**config.mk**
```make
export PLATFORM = sky130hd
export DESIGN_NAME = sts_walk
export DESIGN_NICKNAME = d
export VERILOG_FILES = /design/src/rtl/sts_pkg.sv /design/src/rtl/sts_walk.sv
export VERILOG_INCLUDE_DIRS = /design/src /design/src/rtl
export SDC_FILE = /design/constraint.sdc
export NUM_CORES = 1
export LEC_CHECK = 0
export ABC_AREA = 0
export BUFFER_PORTS_ARGS = -buffer_cell sky130_fd_sc_hd__buf_2
export CORE_MARGIN = 1.5
export CORE_UTILIZATION = 45
export CTS_BUF_LIST = sky130_fd_sc_hd__clkbuf_2
export DETAILED_ROUTE_END_ITERATION = 12
export GPL_TIMING_DRIVEN = 0
export HOLD_SLACK_MARGIN = 0.08
export MAX_ROUTING_LAYER = met4
export PLACE_DENSITY = 0.8
export SLEW_MARGIN = 20
export SYNTH_ARGS = -nofsm -noshare
export SYNTH_HDL_FRONTEND = slang
export SYNTH_SLANG_ARGS = --single-unit
```
**constraint.sdc**
```tcl
create_clock -name clock -period 2.9 [get_ports clock]
set_input_delay 0.145 -clock clock [delete_from_list [all_inputs] [get_ports clock]]
set_output_delay 0.145 -clock clock [all_outputs]
set_load 0.01 [all_outputs]
```
**src/rtl/assert_macros.svh**
```systemverilog
// assertion macros shared by the range-sum core rtl
`ifndef ASSERT_MACROS_SVH
`define ASSERT_MACROS_SVH

// property that must hold at every clock edge outside reset
`define STS_ASSERT_ALWAYS(label, clk, rst, prop, msg) \
   label: assert property (@(posedge clk) disable iff (rst) (prop)) else $error(msg);

// same-cycle implication
`define STS_ASSERT_IMPLIES(label, clk, rst, ante, cons, msg) \
   label: assert property (@(posedge clk) disable iff (rst) (ante) |-> (cons)) \
      else $error(msg);

// next-cycle implication
`define STS_ASSERT_NEXT(label, clk, rst, ante, cons, msg) \
   label: assert property (@(posedge clk) disable iff (rst) (ante) |=> (cons)) \
      else $error(msg);

`endif

```
**src/rtl/sts_pkg.sv**
```systemverilog
// shared types and constants of the segment tree range-sum core
`default_nettype none

package sts_pkg;

   localparam int SUM_BITS     = 42;
   localparam int CNT_BITS     = 11;
   localparam int IDX_BITS     = 10;
   localparam int VAL_BITS     = 32;
   localparam int REQ_TDATA_W  = 64;
   localparam int RSP_TDATA_W  = 48;

   localparam logic [CNT_BITS-1:0] COUNT_RESET = 11'd1024;

   localparam logic OP_SET   = 1'b0;
   localparam logic OP_QUERY = 1'b1;

   localparam logic STATUS_OK        = 1'b0;
   localparam logic STATUS_RANGE_ERR = 1'b1;

   typedef struct packed {
      logic                       operation;
      logic [IDX_BITS-1:0]        element_index;
      logic signed [VAL_BITS-1:0] new_value;
      logic [IDX_BITS-1:0]        range_left;
      logic [IDX_BITS-1:0]        range_right;
   } req_type;

   typedef struct packed {
      logic                       status;
      logic signed [SUM_BITS-1:0] range_sum;
   } rsp_type;

   typedef struct packed {
      logic wr_en;
      logic rd_en;
   } mem_ctl_type;

endpackage

`default_nettype wire

```
**src/rtl/sts_walk.sv**
```systemverilog
// tree walk sequencer with the shared sum adder
`default_nettype none
`include "assert_macros.svh"

module sts_walk #(
   parameter int CAPACITY   = 1024,
   parameter int VALUE_BITS = 32,
   localparam int ADDR_W = $clog2(2 * CAPACITY)
) (
   input  wire                          clock,
   input  wire                          reset,
   input  wire  [sts_pkg::CNT_BITS-1:0] count,
   input  wire                          start,
   input  wire  sts_pkg::req_type       req,
   output logic                         ready,
   output logic                         res_valid,
   output sts_pkg::rsp_type             res,
   input  wire                          res_take,
   output sts_pkg::mem_ctl_type         mem_ctl,
   output logic [ADDR_W-1:0]            mem_waddr,
   output logic [ADDR_W-1:0]            mem_raddr,
   output logic [sts_pkg::SUM_BITS-1:0] mem_wdata,
   input  wire  [sts_pkg::SUM_BITS-1:0] mem_rdata
);
   import sts_pkg::*;

   localparam int NODE_W  = ADDR_W + 1;
   localparam int IN_BITS = (VALUE_BITS < VAL_BITS) ? VALUE_BITS : VAL_BITS;
   localparam logic [ADDR_W-1:0] LAST_NODE = ADDR_W'(2 * CAPACITY - 1);
   localparam logic [ADDR_W-1:0] ROOT_NODE = ADDR_W'(1);

   typedef enum logic [2:0] {
      ST_CLEAR,
      ST_IDLE,
      ST_U_READ,
      ST_U_ADD,
      ST_Q_LEFT,
      ST_Q_RIGHT,
      ST_Q_DRAIN,
      ST_DONE
   } state_type;

   state_type           state_ff, state_in;
   logic [ADDR_W-1:0]   node_ff, node_in;
   logic [NODE_W-1:0]   lo_ff, lo_in;
   logic [NODE_W-1:0]   hi_ff, hi_in;
   logic [SUM_BITS-1:0] acc_ff, acc_in;
   logic                pend_ff, pend_in;
   logic                op_ff, op_in;
   logic                err_ff, err_in;
   logic [SUM_BITS-1:0] sum;
   logic [SUM_BITS-1:0] value_ext;
   logic [ADDR_W-1:0]   leaf;

   function automatic logic idx_ok(input logic [IDX_BITS-1:0] x,
                                   input logic [CNT_BITS-1:0] cnt);
      return (32'(x) < 32'(cnt)) && (32'(x) < 32'(CAPACITY));
   endfunction

   // the one shared adder
   assign sum       = acc_ff + mem_rdata;
   assign value_ext = SUM_BITS'(signed'(req.new_value[IN_BITS-1:0]));
   assign leaf      = ADDR_W'(req.element_index) + ADDR_W'(CAPACITY);

   always_comb begin
      state_in  = state_ff;
      node_in   = node_ff;
      lo_in     = lo_ff;
      hi_in     = hi_ff;
      acc_in    = pend_ff ? sum : acc_ff;
      pend_in   = 1'b0;
      op_in     = op_ff;
      err_in    = err_ff;
      mem_ctl   = '0;
      mem_waddr = node_ff;
      mem_raddr = node_ff;
      mem_wdata = acc_ff;
      unique case (state_ff)
         ST_CLEAR: begin
            mem_ctl.wr_en = 1'b1;
            mem_wdata     = '0;
            if (node_ff == LAST_NODE) begin
               state_in = ST_IDLE;
            end else begin
               node_in = node_ff + ADDR_W'(1);
            end
         end
         ST_IDLE: begin
            if (start) begin
               op_in  = req.operation;
               acc_in = '0;
               err_in = 1'b0;
               if (req.operation == OP_SET) begin
                  if (!idx_ok(req.element_index, count)) begin
                     err_in   = 1'b1;
                     state_in = ST_DONE;
                  end else begin
                     // leaf write, then climb
                     mem_ctl.wr_en = 1'b1;
                     mem_waddr     = leaf;
                     mem_wdata     = value_ext;
                     acc_in        = value_ext;
                     node_in       = leaf;
                     state_in      = ST_U_READ;
                  end
               end else begin
                  if (!idx_ok(req.range_left, count) ||
                      !idx_ok(req.range_right, count)) begin
                     err_in   = 1'b1;
                     state_in = ST_DONE;
                  end else if (req.range_left > req.range_right) begin
                     state_in = ST_DONE;
                  end else begin
                     lo_in    = NODE_W'(req.range_left) + NODE_W'(CAPACITY);
                     hi_in    = NODE_W'(req.range_right) + NODE_W'(CAPACITY)
                                + NODE_W'(1);
                     state_in = ST_Q_LEFT;
                  end
               end
            end
         end
         ST_U_READ: begin
            mem_ctl.rd_en = 1'b1;
            mem_raddr     = node_ff ^ ADDR_W'(1);
            pend_in       = 1'b1;
            state_in      = ST_U_ADD;
         end
         ST_U_ADD: begin
            mem_ctl.wr_en = 1'b1;
            mem_waddr     = node_ff >> 1;
            mem_wdata     = sum;
            node_in       = node_ff >> 1;
            if ((node_ff >> 1) == ROOT_NODE) begin
               state_in = ST_DONE;
            end else begin
               state_in = ST_U_READ;
            end
         end
         ST_Q_LEFT: begin
            if (lo_ff >= hi_ff) begin
               state_in = ST_Q_DRAIN;
            end else begin
               if (lo_ff[0]) begin
                  mem_ctl.rd_en = 1'b1;
                  mem_raddr     = lo_ff[ADDR_W-1:0];
                  pend_in       = 1'b1;
                  lo_in         = lo_ff + NODE_W'(1);
               end
               state_in = ST_Q_RIGHT;
            end
         end
         ST_Q_RIGHT: begin
            // odd right bound: take node hi-1, which is hi with bit 0 cleared
            if (hi_ff[0]) begin
               mem_ctl.rd_en = 1'b1;
               mem_raddr     = {hi_ff[ADDR_W-1:1], 1'b0};
               pend_in       = 1'b1;
            end
            lo_in    = lo_ff >> 1;
            hi_in    = hi_ff >> 1;
            state_in = ST_Q_LEFT;
         end
         ST_Q_DRAIN: begin
            state_in = ST_DONE;
         end
         ST_DONE: begin
            if (res_take) begin
               state_in = ST_IDLE;
            end
         end
         default: begin
            state_in = ST_IDLE;
         end
      endcase
   end

   always_ff @(posedge clock) begin
      if (reset) begin
         state_ff <= ST_CLEAR;
         node_ff  <= '0;
         pend_ff  <= 1'b0;
         err_ff   <= 1'b0;
         op_ff    <= OP_SET;
      end else begin
         state_ff <= state_in;
         node_ff  <= node_in;
         pend_ff  <= pend_in;
         err_ff   <= err_in;
         op_ff    <= op_in;
      end
      lo_ff  <= lo_in;
      hi_ff  <= hi_in;
      acc_ff <= acc_in;
   end

   assign ready         = (state_ff == ST_IDLE);
   assign res_valid     = (state_ff == ST_DONE);
   assign res.status    = err_ff ? STATUS_RANGE_ERR : STATUS_OK;
   assign res.range_sum = (op_ff == OP_QUERY) ? acc_ff : '0;

   `STS_ASSERT_ALWAYS(a_one_port_op, clock, reset, !(mem_ctl.wr_en && mem_ctl.rd_en), "read and write in one cycle")
   `STS_ASSERT_IMPLIES(a_query_no_write, clock, reset, (state_ff == ST_Q_LEFT || state_ff == ST_Q_RIGHT || state_ff == ST_Q_DRAIN), !mem_ctl.wr_en, "query wrote the store")
   `STS_ASSERT_NEXT(a_climb_continues, clock, reset, (state_ff == ST_U_ADD && (node_ff >> 1) != ROOT_NODE), (state_ff == ST_U_READ && pend_ff == 1'b0), "update walk stopped below root")

endmodule

`default_nettype wire

```
==> impl_results.md <==
- Layout cells sized above 1: 33.4%
- Area contributors post-synth: dfxtp_1 (13%), ha_1 (13%), edfxtp_1 (8.0%)
- Outcome: finished with violations
- Vias/cell: 6.35
- Pin count of the biggest net entering global routing: 16
- Syn avg cell area: 7.56 um2
- FMAX: 261 MHz
- CTS max path bufs: 2
- Mapped cell area: 8970 um2
- CP Max Fanout: 6
- Worst-Skew Late Latency: 0.68 ns
- Synth cell types: 71
- Pins over their slew limit: 0
- Final non-filler cell total: 1,835
- Reg area: 1950 um2
- Tightest Pin Transition: 0.960 ns
- Slowest stage delay, CP: 0.43 ns
- CTS tree: done
- Max transition margin: 35.9%
- First-pass GRT wire length: 55,800 um
- Drt total wl: 39,700 um
- Multi-input gate area: 7500 um2
- Vias: 11,700
- Crit path DAT: 3.68 ns
- DP Cell Count: 1,681
- Setup slack after layout: -0.926 ns
- Hpwl dp: 26,000 um
- Die footprint: 20,800 um2
- Count of final setup violators: 55
- CP endpoint kind: output port
- Clk pin slew, worst setup/hold paths: 0.29 ns
- CP required: 2.76 ns
- Placed inst area: 10,500 um2
- # IOs: 231
- Async SR Flop Fraction: 0%
- DRT Pass-1 Iters: 10
- Total track usage: 35.7%
- Skew final: 0.0390 ns
- Tcrit/Tclk final: 132%
- Crit path max-delay cell type: or3_4
- Std cell rows: 51
- Vias in the first global route: 10,700
- Antenna violations before repair: 3
- Crit path kind: register to output port
- Synthesis Warnings: 0
- Routed Antenna Nets: 0
- Gpl congestion: 1.01
- DR iter-0 viols: 1,357
- FF+latch count, synth: 83
- Buf/Inv on CP: 2
- Starting Density: 46.0%
- Post-synth EDFFs: 24
- WHS: 0.0585 ns
- Die Height: 144 um
- Setup TNS: -26.64 ns
- Hold Violations, Final: 0
- Failing checks: setup timing
- Peak VDD IR: 0.214 mV
- Tot Pwr: 0.00582 W
- Post-route DRC violation count: 0
- LEAKAGE: 6.08 nW
- Core ar.: 19,500 um2
- RSZ-0062 raised after global routing: true
- Power density over the cells: 446 nW/um2
- Register area share after synthesis: 21.2%
- CP cell instances: ha_4, nand4_1, or3_4, a211oi_2, buf_4, o21a_1, o2111a_2, o211ai_1, xnor2_1, a221o_1, buf_2
- Grt ovf: 0
- Ys flop type: dfxtp_1
- Layout Nets: 1,775
- Top cell type's share of synthesized area: 13.2%
- Die Width: 144 um
- H-tree depth: 3
- Fin area: 13,000 um2
- Maxcap violations: 0
- CTS buffer count: 9
- Min cycle time layout: 3.83 ns
- Synth Instances: 1,187
- Clock Sinks: 83
- Hold crit path type: input port to register
- Fillcell total: 1,511
- Area leader, netlist: dfxtp_1
- Clk root buf: clkbuf_2
- Area Overhead vs Synth: 45.4%
- IO buf count: 229
- CP delay by family, top: compound AO/OA/AOI/OAI gates
- Routed WL per cell: 21.6 um
- CP Launch Type: register
- Syn_nets: 1,400
-- timing repair --
action / 4_1_cts / 5_1_grt
endpoints found under the setup margin: 86 / 88
hold buffers: 75 / 0
resized for setup: 189 / 98
setup buffers: 56 / 20
pin swaps: 103 / 63
endpoints found under the hold margin: 72 / 0
gates cloned: 0 / 1
-- state kept, by name, indices dropped and copies added, names as in the netlist --
register / count
lo_ff: 12
state_ff: 3
acc_ff: 42
err_ff: 1
op_ff: 1
node_ff: 11
hi_ff: 12
pend_ff: 1
-- layout by cell type, fill, tap and decap left out, types with 17 or more instances in the layout --
cell type / n
dfxtp_1: 33
a222oi_1: 29
inv_1: 71
mux2i_1: 29
ha_4: 17
dfxtp_2: 21
a21o_1: 39
edfxtp_1: 24
nor2_1: 66
o21ai_0: 69
xnor2_1: 27
buf_4: 65
nand2_1: 143
a21oi_1: 60
nand3_1: 29
clkbuf_1: 33
buf_2: 226
ha_1: 66
dlygate4sd3_1: 75
buf_6: 26
and2_1: 43
-- through the flow --
stage	worst slack (ns)	util [%]
3_3_place_gp	-0.450	53.5
2_1_floorplan	0.250	-
5_1_grt	-0.993	66.8
3_5_place_dp	-0.392	53.5
4_1_cts	-0.688	63.9
6_report	-0.926	66.8
-- worst min-delay path, cell delays in order --
cell and delay, ns:
buf_2 0.11, ha_4 0.20, xnor2_2 0.08, mux2i_1 0.12, o21ai_0 0.08
-- synthesized netlist by cell type (all sizes together) (11+ instances only) --
library cell and number:
nand4 16, a31oi 14, xnor2 38, and3 17
edfxtp 24, a21o 40, o21ai 87, and2 46
mux2i 29, nand2b 12, clkbuf 51, xor2 19
nor3 21, nand2 150, a21oi 83, nand3 30
inv 73, nor2 78, a211oi 12, buf 25
a222oi 29, ha 92, dfxtp 59, o211ai 11
-- routing by layer --
metal	GRT usage (%)	wire, um
met1	41.9	14500
met2	57.0	17800
met3	7.15	4520
met4	20.7	2830
met5	-	0
-- cell type report --
| cell class | instances | area share [%] |
|---|---|---|
| clock inverters | 7 | 0.595 |
| clock buffers | 9 | 0.345 |
| well taps | 265 | 2.54 |
| repair buffers | 379 | 19.6 |
| plain buffers | 60 | 2.31 |
| flip-flops and latches | 83 | 14.9 |
| diodes | 3 | 0.0576 |
| multi-input cells | 955 | 57.5 |
| inverters | 74 | 2.14 |
-- kinds of logic after synthesis --
kind of cell	synth area share [%]
adder cells (fa/ha/maj)	13.1
buffers and inverters	6.73
XOR/XNOR	5.56
AND/OR/NAND/NOR	22.0
flip-flops	21.2
AO/OA/AOI/OAI	28.1
multiplexers	3.36
-- power by group --
part,switching [W],internal [W],total [W]
clock network,0.000518,0.000207,0.000725
registers,0.000186,0.00137,0.00155
logic,0.00189,0.00165,0.00354
-- worst paths after layout --
| path | start | end | slack (ns) | cells past startpoint |
|---|---|---|---|---|
| setup reg to reg | acc_ff[14] | acc_ff[40] | -0.22 | 12 |
| setup / recovery | acc_ff[14] | mem_wdata[38] | -0.93 | 11 |
| hold reg to reg | err_ff | err_ff | 0.56 | 2 |
| hold / removal | mem_rdata[15] | acc_ff[15] | 0.06 | 5 |
(Power assumes the default switching activity.)
